File: config.mk
export PLATFORM = sky130hd
export DESIGN_NAME = etb_walker
export DESIGN_NICKNAME = d
export VERILOG_FILES = /design/src/rtl/etb_pkg.sv /design/src/rtl/etb_walker.sv
export SDC_FILE = /design/constraint.sdc
export NUM_CORES = 1
export LEC_CHECK = 0
export BUFFER_PORTS_ARGS = -buffer_cell sky130_fd_sc_hd__buf_2
export CORE_MARGIN = 1
export CORE_UTILIZATION = 46
export DETAILED_ROUTE_END_ITERATION = 6
export GPL_TIMING_DRIVEN = 1
export PLACE_DENSITY = 0.73
export RECOVER_POWER = 25
export SLEW_MARGIN = 10
export SYNTH_ARGS = -nofsm -noshare
export SYNTH_HDL_FRONTEND = slang
export SYNTH_SLANG_ARGS = --single-unit
File: constraint.sdc
create_clock -name clk -period 2.7 [get_ports clk]
set_input_delay 0.405 -clock clk [delete_from_list [all_inputs] [get_ports clk]]
set_output_delay 0.405 -clock clk [all_outputs]
set_load 0.01 [all_outputs]
File: src/rtl/etb_pkg.sv
// Shared types and constants for the elimination tree builder.
// Used by etb_store, etb_walker and elimination_tree_builder; depends on nothing.
package etb_pkg;

  localparam int FIELD_W   = 10;
  localparam int TDATA_W   = 24;
  localparam int CMP_W     = 17;
  localparam int NODES_DEF = 1024;

  typedef struct packed {
    logic               valid;
    logic [FIELD_W-1:0] node;
  } anc_entry_t;

endpackage

File: src/rtl/etb_walker.sv
// Sequencer that clears the ancestor store, then walks and compresses ancestor chains.
// Depends on etb_pkg; drives the ports of one etb_store.
module etb_walker #(
  parameter int NODES = etb_pkg::NODES_DEF,
  parameter int AW    = $clog2(NODES)
) (
  input  logic                         clk,
  input  logic                         rst_n,
  input  logic                         in_valid,
  output logic                         in_ready,
  input  logic [etb_pkg::FIELD_W-1:0]  in_col,
  input  logic [etb_pkg::FIELD_W-1:0]  in_row,
  output logic                         out_valid,
  input  logic                         out_ready,
  output logic [etb_pkg::FIELD_W-1:0]  out_child,
  output logic [etb_pkg::FIELD_W-1:0]  out_parent,
  output logic                         mem_we,
  output logic [AW-1:0]                mem_waddr,
  output etb_pkg::anc_entry_t          mem_wdata,
  output logic                         mem_re,
  output logic [AW-1:0]                mem_raddr,
  input  etb_pkg::anc_entry_t          mem_rdata
);

  localparam logic [1:0] ST_CLEAR = 2'd0;
  localparam logic [1:0] ST_IDLE  = 2'd1;
  localparam logic [1:0] ST_CHECK = 2'd2;

  localparam logic [etb_pkg::CMP_W-1:0] NODES_LIM = etb_pkg::CMP_W'(NODES);
  localparam logic [AW-1:0]             CLR_LAST  = AW'(NODES - 1);

  logic [1:0]                    state_r, state_nxt;
  logic [AW-1:0]                 clr_r, clr_nxt;
  logic [etb_pkg::FIELD_W-1:0]   col_r, col_nxt;
  logic [etb_pkg::FIELD_W-1:0]   cur_r, cur_nxt;
  logic                          out_valid_r, out_valid_nxt;
  logic [etb_pkg::FIELD_W-1:0]   out_child_r, out_child_nxt;
  logic [etb_pkg::FIELD_W-1:0]   out_parent_r, out_parent_nxt;
  logic                          accept;
  logic                          start;
  logic                          stall;

  assign accept = in_valid && in_ready;
  assign start  = accept
               && (etb_pkg::CMP_W'(in_col) < NODES_LIM)
               && (etb_pkg::CMP_W'(in_row) < NODES_LIM)
               && (in_row < in_col);
  assign stall  = !mem_rdata.valid && out_valid_r && !out_ready;

  always_comb begin
    state_nxt      = state_r;
    clr_nxt        = clr_r;
    col_nxt        = col_r;
    cur_nxt        = cur_r;
    out_valid_nxt  = out_valid_r && !out_ready;
    out_child_nxt  = out_child_r;
    out_parent_nxt = out_parent_r;
    in_ready       = 1'b0;
    mem_we         = 1'b0;
    mem_waddr      = AW'(cur_r);
    mem_wdata      = '{valid: 1'b1, node: col_r};
    mem_re         = 1'b0;
    mem_raddr      = AW'(in_row);
    case (state_r)
      ST_CLEAR: begin
        mem_we    = 1'b1;
        mem_waddr = clr_r;
        mem_wdata = '0;
        clr_nxt   = clr_r + AW'(1);
        if (clr_r == CLR_LAST) begin
          state_nxt = ST_IDLE;
        end
      end
      ST_IDLE: begin
        in_ready = 1'b1;
        if (start) begin
          mem_re    = 1'b1;
          col_nxt   = in_col;
          cur_nxt   = in_row;
          state_nxt = ST_CHECK;
        end
      end
      ST_CHECK: begin
        if (!stall) begin
          mem_we = 1'b1;
          if (!mem_rdata.valid) begin
            out_valid_nxt  = 1'b1;
            out_child_nxt  = cur_r;
            out_parent_nxt = col_r;
            state_nxt      = ST_IDLE;
          end else if (mem_rdata.node < col_r) begin
            mem_re    = 1'b1;
            mem_raddr = AW'(mem_rdata.node);
            cur_nxt   = mem_rdata.node;
          end else begin
            state_nxt = ST_IDLE;
          end
        end
      end
      default: begin
        state_nxt = ST_IDLE;
      end
    endcase
  end

  always_ff @(posedge clk) begin
    if (!rst_n) begin
      state_r     <= ST_CLEAR;
      clr_r       <= '0;
      out_valid_r <= 1'b0;
    end else begin
      state_r     <= state_nxt;
      clr_r       <= clr_nxt;
      out_valid_r <= out_valid_nxt;
    end
    col_r        <= col_nxt;
    cur_r        <= cur_nxt;
    out_child_r  <= out_child_nxt;
    out_parent_r <= out_parent_nxt;
  end

  assign out_valid  = out_valid_r;
  assign out_child  = out_child_r;
  assign out_parent = out_parent_r;

endmodule

==> results of run 1 <==
how the worst max path moves through the flow:
stage	from	endpoint	slack (ns)
after floorplan	mem_rdata[9]	cur_r[0]	0.14
after global placement	mem_rdata[9]	mem_raddr[4]	0.18
after detailed placement	mem_rdata[9]	mem_raddr[4]	0.14
after CTS	col_r[7]	mem_raddr[0]	0.001
after global routing	col_r[7]	mem_raddr[1]	-0.04
final	col_r[7]	mem_raddr[1]	0.02
Yosys cell counts (all sizes together), types with 4 or more instances:
| library cell | number |
|---|---|
| ha | 22 |
| nand4 | 6 |
| nor2 | 15 |
| inv | 24 |
| a21oi | 7 |
| xnor2 | 7 |
| mux2 | 30 |
| buf | 4 |
| nand2 | 9 |
| o21ai | 4 |
| edfxtp | 40 |
| dfxtp | 13 |
| nand2b | 4 |
| and2 | 9 |
| nand3 | 6 |
cell usage in the layout, fill, tap and decap left out, types with 5 or more instances in the layout:
cell / n
dfxtp_1: 13
buf_4: 19
xnor2_1: 7
nor2_1: 14
clkbuf_1: 6
mux2_2: 21
mux2_4: 9
nand3_1: 6
and2_1: 9
ha_1: 19
inv_1: 21
nand4_1: 6
clkbuf_8: 5
a21oi_1: 5
edfxtp_1: 40
nand2_1: 8
buf_6: 12
buf_2: 75
per-layer routing:
layer  vias to the layer above  share of wire [%]  GRT usage, %  wire length (um)
li1                       1040                  -             -                 -
met1                      1043                 41          25.3              2760
met2                        76                 52          39.3              3480
met3                        15                5.7          4.46               383
met4                         0                1.9          8.18               128
met5                         -                  0             0                 0
state kept, by name, summed over array words and instances (netlist names):
register / cells
cur_r: 10
out_valid: 1
col_r: 10
state_r: 2
clr_r: 10
out_parent: 10
out_child: 10
power groups by stage:
stage	sequential, W	clock (W)	combinational, W
final	0.000876	0.000442	0.000148
after global routing	0.000877	0.000477	0.000163
after CTS	0.000877	0.000453	0.000131
after detailed placement	0.000895	0	0.000126
after global placement	0.000895	0	0.000121
after floorplan	0.000894	0	0.0000644
cell type report:
class                   instances  area, um2  area share, %
clock inverters                 2       12.5          0.339
inverters                      24       90.1           2.44
multi-input cells             144       1290           35.0
clock buffers                   6       72.6           1.97
repair buffers                111        672           18.2
well taps                      72       90.1           2.44
flip-flops and latches         53       1460           39.6
per-stage QoR:
step                      setup slack, ns  util [%]
after floorplan                     0.136         -
after global placement              0.176      59.2
after global routing              -0.0401      65.4
final                              0.0248      65.4
after CTS                         0.00103      63.9
after detailed placement            0.136      59.2
critical path, stage by stage (launching register included):
cell and delay, ns:
edfxtp_1 0.41, inv_2 0.10, ha_4 0.21, a211oi_4 0.22, o21ai_2 0.11, a211oi_4 0.26
buf_6 0.19, mux2_2 0.35, buf_6 0.12
cell families after synthesis:
kind of cell | count (synthesis) | synth area share [%]
adder cells (fa/ha/maj) | 22 | 9.95
AND/OR/NAND/NOR | 57 | 10.9
multiplexers | 32 | 12.9
buffers and inverters | 30 | 4.25
AO/OA/AOI/OAI | 24 | 6.24
flip-flops | 53 | 52.9
XOR/XNOR | 9 | 2.85
repair_timing:
action,CTS,global route
gates resized for setup,12,27
hold buffers,0,0
pin swaps,4,5
gates cloned,1,0
setup buffers,15,2
setup endpoints to repair,10,12
==> impl_metrics.csv, run 1 <==
group,metric,value,unit
final_layout,instances_no_fill,412,
power_and_ir_drop,max-vdd-ir-drop,0.186,mV
final_layout,n_antenna_cell,0,
detailed_routing,first_pass_iters,4,
final_layout,drive_gt1_share,47.1,%
clock_network,root_buffer,"clkbuf_8",
grt,gr-usage-all-layers,21.9,%
clock_network,h-tree-depth,2,
detailed_routing,routed_wl,6750,um
grt,antenna_found_initial,0,
timing,setup_viol,0,
synthesis,synth.avg_cell_area,12.2,um2
timing,worstMarginPinSlew,0.386,ns
hold_path,min_from,"in_col[7]",
power_and_ir_drop,power.switching,0.000331,W
power_and_ir_drop,pwr-share-clk,30.1,%
detailed_routing,drt_iter0_markers,82,
floorplan,io_pins,90,
synthesis,ys_seq_elements,53,
timing,finalCritPeriodShare,99.1,%
floorplan,die_x,79.5,um
placement,placedCellCount,389,
floorplan,core,0.00564,mm2
clock_network,cts_sinks,53,
placement,port_buffers,89,
power_and_ir_drop,swShare,22.6,%
synthesis,synth_edf_count,40,
synthesis,ys_seq_area_share,52.9,%
worst_setup_path,arrival,2.27,ns
placement,place.gp.congestion,0.772,
clock_network,cts.path.max_buffers,2,
detailed_routing,dr_total_vias,2174,
timing,period_minus_slack,2.68,ns
detailed_routing,drc,0,
final_layout,postLayoutCellArea,0.00369,mm2
timing,whs,0.287,ns
clock_network,clkSlewWorstSetupHoldPaths,0.09,ns
worst_setup_path,crit_type,"register to primary output",
clock_network,cts_buffers,5,
grt,gr-total-overflow,0,
timing,fmax,374,MHz
worst_setup_path,crit_path_start_kind,"register",
synthesis,synth_area_leaders,"edfxtp_1, mux2_2, ha_1, dfxtp_1, inv_1",
synthesis,netlist.area_leader.share,43.4,%
worst_setup_path,cp_data_required_time,2.30,ns
power_and_ir_drop,p_int,0.00114,W
worst_setup_path,endpoint_kind,"primary output",
grt,grt_max_degree,30,
placement,dpl.hpwl,4570,um
power_and_ir_drop,power-per-cell-area,398,mW/mm2
synthesis,syn_nets,284,
run_status,outcome,"finished, final reports clean",
final_layout,nets,396,
worst_setup_path,r2r-start,"col_r[7]",
worst_setup_path,r2r_slack,0.28,ns
worst_setup_path,ff2ff_path_depth,10,
detailed_routing,wl_per_cell,16.4,um
detailed_routing,drtAntennaViolNets,0,
grt,grt_pass1_wl,10400,um
synthesis,synth_area,0.00277,mm2
detailed_routing,via_per_inst,5.28,
clock_network,clk_latency,0.31,ns
hold_path,hold_depth,1,
power_and_ir_drop,p_total,0.00147,W
power_and_ir_drop,combPwrFrac,10.1,%
final_layout,areaGrowthSynthToFinish,33.4,%
synthesis,synth_cells,227,
floorplan,die_h,79.5,um
worst_setup_path,worstPathMaxFanout,5,
worst_setup_path,r2r_end,"cur_r[4]",
timing,fin_setup_tns,0,ns
hold_path,holdPathEnd,"col_r[7]",
placement,place_area,0.00334,mm2
final_layout,num-fill-cells,441,
clock_network,cts_tree,"yes",
synthesis,synth_cell_types,35,
floorplan,rows,27,
timing,slew_headroom,74.0,%
synthesis,yosysTopAreaCell,"edfxtp_1",
synthesis,ys.flop_type,"edfxtp_1",
job,maxCapViolCount,0,
timing,slew_violations,0,
floorplan,initial_core_util,49.0,%
timing,finalHoldViolCount,0,
power_and_ir_drop,leakagePower,1.64,nW
synthesis,ys_warn_count,0,
grt,grt_pass1_vias,2172,
power_and_ir_drop,p_seq_share,59.7,%
timing,skew,0.0115,ns
floorplan,die_area,0.00633,mm2
synthesis,synthArstFlopShare,0,%
hold_path,min_path_type,"input port to register",
No activity file was read; power rests on OpenSTA's default activity.
==> run 2: changes to the inputs <==
--- a/config.mk
+++ b/config.mk
@@ -8,4 +8,6 @@
 export BUFFER_PORTS_ARGS = -buffer_cell sky130_fd_sc_hd__buf_2
+export CELL_PAD_IN_SITES_DETAIL_PLACEMENT = 1
+export CELL_PAD_IN_SITES_GLOBAL_PLACEMENT = 2
 export CORE_MARGIN = 1
-export CORE_UTILIZATION = 46
+export CORE_UTILIZATION = 29
 export DETAILED_ROUTE_END_ITERATION = 6
--- a/constraint.sdc
+++ b/constraint.sdc
@@ -3,2 +3,2 @@
 set_output_delay 0.405 -clock clk [all_outputs]
-set_load 0.01 [all_outputs]
+set_load 0.1 [all_outputs]
==> run 2 against run 1 <==
Sequential share of layout area shrank 3.2 points. Via count shrank 5.3%. Register-to-register slack is essentially flat. Wire length grew 6.4%. Combinational power grew 77%. Cell count grew 13%. Fmax grew 0.35%. Die area grew 57%. Setup slack gained 0.0093 ns. Largest power group unchanged.
==> impl_metrics.csv, run 2 (same netlist as run 1, synthesis figures left out) <==
group,metric,value,unit
timing,fmax,375,MHz
grt,grt_pass1_wl,11400,um
hold_path,min_path_type,"input port to register",
worst_setup_path,r2r_slack,0.29,ns
timing,rsz0062_at_grt,"yes",
detailed_routing,dr_total_vias,2058,
floorplan,die_h,99.6,um
placement,pre_cts_ws,0.0698,ns
worst_setup_path,crit_path_end,"mem_raddr[8]",
power_and_ir_drop,max-vdd-ir-drop,0.203,mV
worst_setup_path,r2r_end,"cur_r[8]",
clock_network,h-tree-depth,2,
final_layout,n_antenna_cell,0,
detailed_routing,first_pass_iters,4,
final_layout,mostFrequentLayoutCells,"buf_2, edfxtp_1, buf_12",
placement,port_buffers,89,
detailed_routing,wl_per_cell,15.5,um
grt,antenna_found_initial,0,
final_layout,final_util,43.5,%
placement,place_area,0.00376,mm2
grt,gr-total-overflow,0,
final_layout,postLayoutCellArea,0.00402,mm2
placement,place.gp.congestion,0.747,
detailed_routing,drt_iter0_markers,47,
floorplan,initial_core_util,29.9,%
clock_network,cts_sinks,53,
floorplan,die_area,0.00993,mm2
timing,finalWorstSetupSlack,0.0340,ns
worst_setup_path,crit_type,"register to primary output",
clock_network,clk_latency,0.31,ns
worst_setup_path,ff2ff_path_depth,12,
timing,period_minus_slack,2.67,ns
clock_network,cts_tree,"yes",
worst_setup_path,r2r-start,"col_r[7]",
timing,finalCritPeriodShare,98.7,%
clock_network,cts.path.max_buffers,2,
final_layout,drive_gt1_share,47.5,%
final_layout,nets,391,
final_layout,areaGrowthSynthToFinish,45.2,%
floorplan,io_pins,90,
run_status,outcome,"finished, final reports clean",
timing,slew_violations,0,
worst_setup_path,crit_path_start_kind,"register",
clock_network,cts-hold-fix-buffers,0,
floorplan,rows,35,
grt,grt_max_degree,25,
timing,finalHoldViolCount,0,
job,maxCapViolCount,0,
floorplan,core,0.00924,mm2
clock_network,cts_buffers,5,
detailed_routing,drtAntennaViolNets,0,
detailed_routing,routed_wl,7190,um
worst_setup_path,worstPathMaxFanout,6,
power_and_ir_drop,power-per-cell-area,400,mW/mm2
detailed_routing,via_per_inst,4.44,
final_layout,layout_commonest_cell,"buf_2",
placement,dpl.hpwl,5670,um
grt,grt_pass1_vias,2151,
detailed_routing,drc,0,
worst_setup_path,cp_data_required_time,2.30,ns
floorplan,die_x,99.6,um
worst_setup_path,endpoint_kind,"primary output",
clock_network,clkSlewWorstSetupHoldPaths,0.11,ns
grt,gr-usage-all-layers,15.2,%
worst_setup_path,arrival,2.26,ns
worst_setup_path,setup.worst_path.start,"col_r[7]",
clock_network,root_buffer,"clkbuf_8",
timing,skew,0.00834,ns
power_and_ir_drop,leakagePower,1.68,nW
timing,slew_headroom,22.7,%
timing,setup_viol,0,
timing,worstMarginPinSlew,1.16,ns
[run 2: changes by cell type in the layout (fill, tap and decap cells not counted), sizes merged]
cell      before  now
buf          106   97
clkbuf        11   14
clkinvlp       0    3
inv           26   24
[run 2: cell type report]
cell class	instances	area, um2
Clock buffer	5	68.8
Clock inverter	3	22.5
Fill cell	1017	5220
Inverter	24	90.1
Multi-Input combinational cell	144	1300
Sequential cell	53	1460
Tap cell	129	161
Timing Repair Buffer	106	916
[run 2: where the power goes]
group	internal, W	switching [W]	total [W]
Combinational	0.000108	0.000154	0.000262
Clock	0.000183	0.000285	0.000467
Sequential	0.000872	0.00000444	0.000876
Total	0.00116	0.000443	0.00161
[run 2: routing by layer]
metal | global-route usage, % | vias up | wire (um)
met2 | 27.4 | 53 | 3710
met3 | 3.16 | 5 | 331
met5 | 0 | - | 0
met1 | 18.5 | 978 | 3100
li1 | - | 1022 | -
met4 | 3.39 | 0 | 48
[run 2: how the worst min path moves through the flow]
stage | startpoint | endpoint | cells after the start
2_1_floorplan | cur_r[0] | out_child[0] | 0
3_3_place_gp | col_r[6] | out_parent[6] | 0
3_5_place_dp | cur_r[2] | out_child[2] | 0
4_1_cts | in_col[2] | col_r[2] | 1
5_1_grt | in_col[5] | col_r[5] | 1
6_report | in_col[2] | col_r[2] | 1
[run 2: worst max-delay path: stages (launching register included)]
cell and delay, ns:
edfxtp_1 0.41, inv_2 0.10, ha_4 0.20, a211oi_2 0.20, o21ai_2 0.10, a211oi_4 0.26
buf_6 0.19, mux2_4 0.32, buf_12 0.17
[run 2: metrics by stage]
stage               hold slack, ns  cells  total power [W]  setup TNS, ns
finish                       0.278    464          0.00161              0
global route                 0.268    464          0.00167         -0.493
CTS                          0.267    461          0.00163        -0.0291
detailed placement           0.433    447          0.00115              0
global placement             0.430    447          0.00114              0
floorplan                    0.422    227          0.00104        -0.0260
[run 2: what timing repair did]
| item | CTS | global route |
|---|---|---|
| resized for setup | 22 | 8 |
| pin swaps | 3 | 3 |
| setup buffers | 6 | 3 |
| endpoints found under the setup margin | 11 | 11 |
